`src/hw/rtl/command_frame_receiver_top_assert.svh`:
```
// Assertion macros for the command frame receiver.
`ifndef COMMAND_FRAME_RECEIVER_TOP_ASSERT_SVH
`define COMMAND_FRAME_RECEIVER_TOP_ASSERT_SVH

`ifndef ASSERT_OFF

`define CFR_ASSERT(lbl, clk, rst, prop) \
  lbl: assert property (@(posedge clk) disable iff (rst) prop) \
    else $error("command frame receiver assertion failed");

`define CFR_ASSERT_NEVER(lbl, clk, rst, cond) \
  lbl: assert property (@(posedge clk) disable iff (rst) !(cond)) \
    else $error("command frame receiver forbidden condition");

`else

`define CFR_ASSERT(lbl, clk, rst, prop)

`define CFR_ASSERT_NEVER(lbl, clk, rst, cond)

`endif

`endif

```
`src/hw/rtl/cfr_pkg.sv`:
```
// Shared constants and types of the command frame receiver.
package cfr_pkg;

  localparam int PAY_LEN = 12;
  localparam int QUEUE_DEPTH = 2;

  localparam logic [7:0] HDR_BYTE = 8'hFF;

  localparam logic [3:0] PHASE_HUNT  = 4'd0;
  localparam logic [3:0] PHASE_LAST  = 4'd12;
  localparam logic [3:0] PHASE_CHECK = 4'd13;

  localparam logic [7:0] CH_0 = 8'h30;
  localparam logic [7:0] CH_1 = 8'h31;
  localparam logic [7:0] CH_2 = 8'h32;
  localparam logic [7:0] CH_3 = 8'h33;
  localparam logic [7:0] CH_4 = 8'h34;
  localparam logic [7:0] CH_9 = 8'h39;

  typedef struct packed {
    logic ok;
    logic r0_on;
    logic r0_zero;
    logic r0_off;
    logic r1_on;
    logic r1_zero;
    logic r1_off;
    logic r2_off;
    logic cooler_on;
    logic cooler_off;
    logic light_on;
    logic light_off;
  } cmd_t;

endpackage

```
`src/hw/rtl/command_frame_receiver_top.sv`:
```
// Command frame receiver top level.
//
// Input channel: one received byte per word on rx_byte, taken when push is
// high and full is low. Bytes are dropped until a 0xFF header; the next 12
// bytes form the payload and the byte after them is the checksum (sum of the
// payload mod 256). 0xFF inside a frame is plain data.
// Result channel: one word per completed frame on frame_ok, relay_out and
// message_flags, valid while empty is low and taken when pop is high.
// Throughput: one byte per cycle, sustained; full rises only on a checksum
// byte while the two-entry command queue is full.
// The result of a frame is written to the command queue when its checksum
// byte is taken, and moves on to the result register when that is free.
// A stalled result holds in the result register; the command queue then
// fills, and only after that does the front end stall on a checksum.
// Reset clears the frame phase, checksum, relay bits, on-latches, queue and
// result valid flag; the payload store and result data keep what they held.
`include "command_frame_receiver_top_assert.svh"

module command_frame_receiver_top #(
  parameter int QUEUE_DEPTH = cfr_pkg::QUEUE_DEPTH
) (
  input  logic       clk,
  input  logic       rst,
  input  logic       push,
  output logic       full,
  input  logic [7:0] rx_byte,
  output logic       empty,
  input  logic       pop,
  output logic       frame_ok,
  output logic [3:0] relay_out,
  output logic [5:0] message_flags
);

  cfr_pkg::cmd_t fq_wr_cmd;
  cfr_pkg::cmd_t fq_rd_cmd;
  logic          fq_push;
  logic          fq_pop;
  logic          fq_full;
  logic          fq_empty;

  cfr_front u_front (
    .clk     (clk),
    .rst     (rst),
    .push    (push),
    .rx_byte (rx_byte),
    .full    (full),
    .fq_push (fq_push),
    .fq_cmd  (fq_wr_cmd),
    .fq_full (fq_full)
  );

  cfr_fifo #(
    .DEPTH (QUEUE_DEPTH)
  ) u_fifo (
    .clk     (clk),
    .rst     (rst),
    .wr_en   (fq_push),
    .wr_data (fq_wr_cmd),
    .rd_en   (fq_pop),
    .rd_data (fq_rd_cmd),
    .full    (fq_full),
    .empty   (fq_empty)
  );

  cfr_back u_back (
    .clk           (clk),
    .rst           (rst),
    .fq_empty      (fq_empty),
    .fq_cmd        (fq_rd_cmd),
    .fq_pop        (fq_pop),
    .empty         (empty),
    .pop           (pop),
    .frame_ok      (frame_ok),
    .relay_out     (relay_out),
    .message_flags (message_flags)
  );

  `CFR_ASSERT_NEVER(a_queue_overflow, clk, rst, fq_push && fq_full)
  `CFR_ASSERT(a_bad_frame_no_msg, clk, rst, (!empty && !frame_ok) |-> (message_flags == 6'd0))
  `CFR_ASSERT(a_light_on_relay, clk, rst, (!empty && message_flags[4]) |-> relay_out[3])
  `CFR_ASSERT(a_cooler_off_relay, clk, rst, (!empty && message_flags[3]) |-> !relay_out[2])

endmodule

```
`src/hw/rtl/cfr_fifo.sv`:
```
// Short command queue between the frame front end and the relay back end.
module cfr_fifo #(
  parameter int DEPTH = cfr_pkg::QUEUE_DEPTH
) (
  input  logic          clk,
  input  logic          rst,
  input  logic          wr_en,
  input  cfr_pkg::cmd_t wr_data,
  input  logic          rd_en,
  output cfr_pkg::cmd_t rd_data,
  output logic          full,
  output logic          empty
);

  localparam int PTR_W = (DEPTH > 1) ? $clog2(DEPTH) : 1;
  localparam int CNT_W = $clog2(DEPTH + 1);

  cfr_pkg::cmd_t        entries [DEPTH];
  logic [PTR_W-1:0]     wr_ptr;
  logic [PTR_W-1:0]     rd_ptr;
  logic [CNT_W-1:0]     count;
  logic                 do_wr;
  logic                 do_rd;

  assign full    = (count == CNT_W'(DEPTH));
  assign empty   = (count == '0);
  assign do_wr   = wr_en && !full;
  assign do_rd   = rd_en && !empty;
  assign rd_data = entries[rd_ptr];

  always_ff @(posedge clk) begin
    if (rst) begin
      wr_ptr <= '0;
      rd_ptr <= '0;
      count  <= '0;
    end else begin
      if (do_wr) begin
        wr_ptr <= (wr_ptr == PTR_W'(DEPTH - 1)) ? '0 : wr_ptr + PTR_W'(1);
      end
      if (do_rd) begin
        rd_ptr <= (rd_ptr == PTR_W'(DEPTH - 1)) ? '0 : rd_ptr + PTR_W'(1);
      end
      if (do_wr && !do_rd) begin
        count <= count + CNT_W'(1);
      end else if (do_rd && !do_wr) begin
        count <= count - CNT_W'(1);
      end
    end
  end

  always_ff @(posedge clk) begin
    if (do_wr) begin
      entries[wr_ptr] <= wr_data;
    end
  end

endmodule

```
`src/hw/rtl/cfr_front.sv`:
```
// Frame front end: header hunt, payload capture, checksum and command decode.
module cfr_front (
  input  logic          clk,
  input  logic          rst,
  input  logic          push,
  input  logic [7:0]    rx_byte,
  output logic          full,
  output logic          fq_push,
  output cfr_pkg::cmd_t fq_cmd,
  input  logic          fq_full
);

  logic [3:0] phase;
  logic [7:0] sum;
  logic [7:0] store [cfr_pkg::PAY_LEN];
  logic       accept;
  logic       in_payload;
  logic [3:0] wr_idx;

  assign full       = (phase == cfr_pkg::PHASE_CHECK) && fq_full;
  assign accept     = push && !full;
  assign in_payload = (phase != cfr_pkg::PHASE_HUNT) && (phase <= cfr_pkg::PHASE_LAST);
  assign wr_idx     = phase - 4'd1;
  assign fq_push    = accept && (phase == cfr_pkg::PHASE_CHECK);

  always_ff @(posedge clk) begin
    if (rst) begin
      phase <= cfr_pkg::PHASE_HUNT;
      sum   <= '0;
    end else if (accept) begin
      if (phase == cfr_pkg::PHASE_HUNT) begin
        if (rx_byte == cfr_pkg::HDR_BYTE) begin
          phase <= 4'd1;
          sum   <= '0;
        end
      end else if (in_payload) begin
        phase <= phase + 4'd1;
        sum   <= sum + rx_byte;
      end else begin
        phase <= cfr_pkg::PHASE_HUNT;
      end
    end
  end

  always_ff @(posedge clk) begin
    if (accept && in_payload) begin
      store[wr_idx] <= rx_byte;
    end
  end

  always_comb begin
    fq_cmd.ok         = (rx_byte == sum);
    fq_cmd.r0_on      = (store[0] == cfr_pkg::CH_1);
    fq_cmd.r0_zero    = (store[0] == cfr_pkg::CH_0);
    fq_cmd.r0_off     = (store[1] == cfr_pkg::CH_2);
    fq_cmd.r1_on      = (store[2] == cfr_pkg::CH_3);
    fq_cmd.r1_zero    = (store[2] == cfr_pkg::CH_0);
    fq_cmd.r1_off     = (store[3] == cfr_pkg::CH_4);
    fq_cmd.r2_off     = (store[4] == cfr_pkg::CH_0);
    fq_cmd.cooler_on  = (store[8] == cfr_pkg::CH_9);
    fq_cmd.cooler_off = (store[9] == cfr_pkg::CH_1);
    fq_cmd.light_on   = (store[10] == cfr_pkg::CH_2) && (store[11] == cfr_pkg::CH_0);
    fq_cmd.light_off  = (store[10] == cfr_pkg::CH_0) && (store[11] == cfr_pkg::CH_3);
  end

endmodule

```
`src/hw/rtl/cfr_back.sv`:
```
// Relay back end: applies decoded commands and holds the result word.
module cfr_back (
  input  logic          clk,
  input  logic          rst,
  input  logic          fq_empty,
  input  cfr_pkg::cmd_t fq_cmd,
  output logic          fq_pop,
  output logic          empty,
  input  logic          pop,
  output logic          frame_ok,
  output logic [3:0]    relay_out,
  output logic [5:0]    message_flags
);

  logic [3:0] relay;
  logic [1:0] latch;
  logic       out_valid;
  logic [3:0] relay_next;
  logic [1:0] latch_next;
  logic [5:0] msg_next;

  assign empty  = !out_valid;
  assign fq_pop = !fq_empty && (!out_valid || pop);

  always_comb begin
    relay_next = relay;
    latch_next = latch;
    msg_next   = '0;
    if (fq_cmd.ok) begin
      if (fq_cmd.r0_on) begin
        relay_next[0] = 1'b1;
        latch_next[0] = 1'b1;
        msg_next[0]   = 1'b1;
      end else if (fq_cmd.r0_zero && !latch[0]) begin
        relay_next[0] = 1'b0;
      end
      if (fq_cmd.r0_off) begin
        relay_next[0] = 1'b0;
      end
      if (fq_cmd.r1_on) begin
        relay_next[1] = 1'b1;
        latch_next[1] = 1'b1;
        msg_next[1]   = 1'b1;
      end else if (fq_cmd.r1_zero && !latch[1]) begin
        relay_next[1] = 1'b0;
      end
      if (fq_cmd.r1_off) begin
        relay_next[1] = 1'b0;
      end
      if (fq_cmd.r2_off) begin
        relay_next[2] = 1'b0;
      end
      if (fq_cmd.cooler_on) begin
        relay_next[2] = 1'b1;
        msg_next[2]   = 1'b1;
      end
      if (fq_cmd.cooler_off) begin
        relay_next[2] = 1'b0;
        msg_next[3]   = 1'b1;
      end
      if (fq_cmd.light_on) begin
        relay_next[3] = 1'b1;
        msg_next[4]   = 1'b1;
      end
      if (fq_cmd.light_off) begin
        relay_next[3] = 1'b0;
        msg_next[5]   = 1'b1;
      end
    end
  end

  always_ff @(posedge clk) begin
    if (rst) begin
      out_valid <= 1'b0;
      relay     <= '0;
      latch     <= '0;
    end else if (fq_pop) begin
      out_valid <= 1'b1;
      relay     <= relay_next;
      latch     <= latch_next;
    end else if (pop) begin
      out_valid <= 1'b0;
    end
  end

  always_ff @(posedge clk) begin
    if (fq_pop) begin
      frame_ok      <= fq_cmd.ok;
      relay_out     <= relay_next;
      message_flags <= msg_next;
    end
  end

endmodule
```
`config.mk`:
```
export PLATFORM = sky130hd
export DESIGN_NAME = command_frame_receiver_top
export DESIGN_NICKNAME = d
export VERILOG_FILES = /design/src/hw/rtl/cfr_pkg.sv /design/src/hw/rtl/command_frame_receiver_top.sv /design/src/hw/rtl/cfr_fifo.sv /design/src/hw/rtl/cfr_front.sv /design/src/hw/rtl/cfr_back.sv
export VERILOG_INCLUDE_DIRS = /design/src /design/src/hw/rtl
export SDC_FILE = /design/constraint.sdc
export NUM_CORES = 1
export LEC_CHECK = 0
export BUFFER_PORTS_ARGS = -buffer_cell sky130_fd_sc_hd__buf_4
export CAP_MARGIN = 20
export CORE_MARGIN = 1.5
export CORE_UTILIZATION = 40
export DETAILED_ROUTE_END_ITERATION = 8
export GPL_TIMING_DRIVEN = 0
export PLACE_DENSITY = 0.59
export SYNTH_ARGS = -nofsm -noshare
export SYNTH_HDL_FRONTEND = slang
export SYNTH_SLANG_ARGS = --single-unit
```
`constraint.sdc`:
```
create_clock -name clk -period 2.6 [get_ports clk]
set_input_delay 0 -clock clk [delete_from_list [all_inputs] [get_ports clk]]
set_output_delay 0 -clock clk [all_outputs]
set_load 0.05 [all_outputs]
```
==> run metrics <==
status=finished, final reports clean; WL final=9.181 mm; RR Endpoint=u_front.store[4][7]; Critical R2R Launch=u_front.phase[1]; Clock Pin Slew Worst Setup and Hold Paths=60 ps; Power, Total=0.004746 W; CTS sink cnt=around 130; largest net degree at the start of global routing=18; DR vias/cell=slightly below 5; CP Launch Type=register; final setup vio count=0; area leader, netlist=edfxtp_1; Synth Net Count=385; count leader, synth=edfxtp_1; vias in the first global route=2,943; Max Cap Viol=0; Antenna diodes=0; most area-consuming cells after synthesis=edfxtp_1, dfxtp_1, ha_1; post-synth top area share=62.07%; Core Area=12,620 um^2; flops & latches, synth=about 130; required time of the critical path=2690 ps; Final min period=2413 ps; Post-DP HPWL=around 5.8 mm; fin util=49.61%; row cnt=41; Min-Delay Startpoint=push; Final nets=438; Starting Density=41.02%; Iter 0 DRT Violations=179; worst hold path cell count=4; global-route wire length before repair=around 15 mm; initial antenna violation count=0; R2R depth=7; DIE AREA=between 10,000 and 15,000 um^2; post-synth cell types=57; hold slack=54.52 ps; f_max=414.4 MHz; CP Max Fanout=9; period utilization=between 90% and 100%; Leakage=2.115 nW; RSZ-0062 raised after global routing=false; Clk Latency, worst-skew pair=410 ps; critical path class=register to register; Root Buffer=clkbuf_16; Num CTS Buffers=17; 1st-pass router iterations=4; area of the multi-input gates=roughly 1400 um^2; VDD IR-drop max=about 0.00056 V; gpl congestion=0.8465; clk buf depth=2; share of cells above drive strength 1=between 10% and 20%; Final Hold Fails=0; Die X=116.8 um; EDFF count, synth=107; measured slew at the worst slew-check pin=919.8 ps; FF-to-FF setup slack=190 ps; clock skew=11.63 ps; DR vias=2,953; Synth Cell Area=5176 um^2; remaining routing DRC violations=0; cells after synthesis=357; H-Tree Depth=4; DIE HEIGHT=116.8 um; grt ovf=0; Max Slew Vio Count=0; pwr dens=758.0 nW/um^2; worst hold path class=primary input to register; final antenna-violating net count=0; Layout fillers=1,099; PortBufs=24; Reg area=3694 um^2; dominant synthesized flop cell=edfxtp_1; number of I/O pins=25; post-synthesis sequential area ratio=a little under three quarters; GRT Total Usage=14.99%; TritonCTS clock tree=yes; Worst Setup End Kind=register; max_slew headroom=38.35%; WL/cell=between 15 and 20 um; Post-synth top cells=edfxtp_1, nor2_1, dfxtp_1; syn avg cell area=~14 um^2; critical path arrival=2500 ps; yosys synthesis warning count=0; hold path endpoint=u_front.phase[0]; Area Overhead vs Synth=20.96%; setup TNS=0 ps; fraction of registers with async set/reset=0%
power breakdown:
| group | internal (W) | switching (W) | total [W] |
|---|---|---|---|
| Sequential | 0.00228 | 0.00000663 | 0.00229 |
| Clock | 0.00140 | 0.000868 | 0.00226 |
| Combinational | 0.0000680 | 0.000127 | 0.000195 |
cells in the final DEF, fill, tap and decap left out, drive strengths merged, types with 10 or more instances in the layout:
| master | Yosys | final |
|---|---|---|
| a21oi | 16 | 16 |
| ha | 15 | 15 |
| inv | 15 | 16 |
| o21ai | 11 | 11 |
| nand2 | 23 | 23 |
| buf | 5 | 29 |
| edfxtp | 107 | 107 |
| nor2 | 27 | 27 |
| clkbuf | 3 | 20 |
| dfxtp | 24 | 24 |
| dlygate4sd3 | 0 | 10 |
stage by stage:
step / setup slack [ps] / std cells / instance area [um^2]
5_1_grt: 35.77 / 595 / 6261
4_1_cts: 84.82 / 595 / 6260
2_1_floorplan: 408.6 / 357 / 5176
3_5_place_dp: -194.2 / 553 / 5577
6_report: 186.6 / 595 / 6261
3_3_place_gp: -122.1 / 553 / 5572
flip-flops by register name (all words and copies together), names as in the netlist, named ones only:
signal,count
u_back.frame_ok,1
u_back.latch,2
u_back.message_flags,6
u_back.out_valid,1
u_back.relay,4
u_back.relay_out,4
u_fifo.count,2
u_fifo.entries,24
u_fifo.rd_ptr,1
u_fifo.wr_ptr,1
u_front.phase,4
u_front.store,72
u_front.sum,8
logic make-up (layout without fill, tap and decap cells):
group,after synthesis,after routing,share of synthesized area [%]
flops,131,131,71.36
simple gates,113,113,12.23
compound gates,57,57,7.373
buf+inv,24,90,2.199
fa+ha+maj,16,16,4.013
xor+xnor,12,12,2.030
mux,4,4,0.7977
cell type report:
class,count,area share (%)
Tap cell,172,3.437
Timing Repair Buffer,34,4.476
Buffer,8,0.8593
Sequential cell,131,58.99
Clock buffer,17,6.795
Clock inverter,15,2.258
Inverter,16,0.9592
Multi-Input combinational cell,202,22.22
how the worst max path moves through the flow:
stage,slack (ps),cells past startpoint,end,startpoint
2_1_floorplan,410,7,u_front.store[11][0],u_front.phase[1]
3_3_place_gp,-120,7,u_front.store[11][7],u_front.phase[1]
3_5_place_dp,-190,7,u_front.store[11][2],u_front.phase[1]
4_1_cts,80,7,u_front.store[10][4],u_front.phase[0]
5_1_grt,40,7,u_front.store[4][7],u_front.phase[1]
6_report,190,7,u_front.store[4][7],u_front.phase[1]
routing by layer:
metal	GRT usage (%)	vias up	wire [um]
met2	24.44	51	4393
met4	5.221	0	46
met5	0	-	0
li1	-	1455	-
met3	5.449	4	324
met1	18.53	1443	4417
critical path: stages (launching register included):
cell and delay (ps):
dfxtp_1 470, inv_1 160, ha_1 230, nand3_2 110, o21a_1 150, buf_6 130, nor3b_4 400, and4_2 440
what timing repair did:
action	in CTS	in global routing
endpoints found under the setup margin	24	64
gates resized for setup	3	2
hold buffers	10	0
buffers inserted	0	0
hold endpoints to repair	77	0
(Power assumes the default switching activity.)
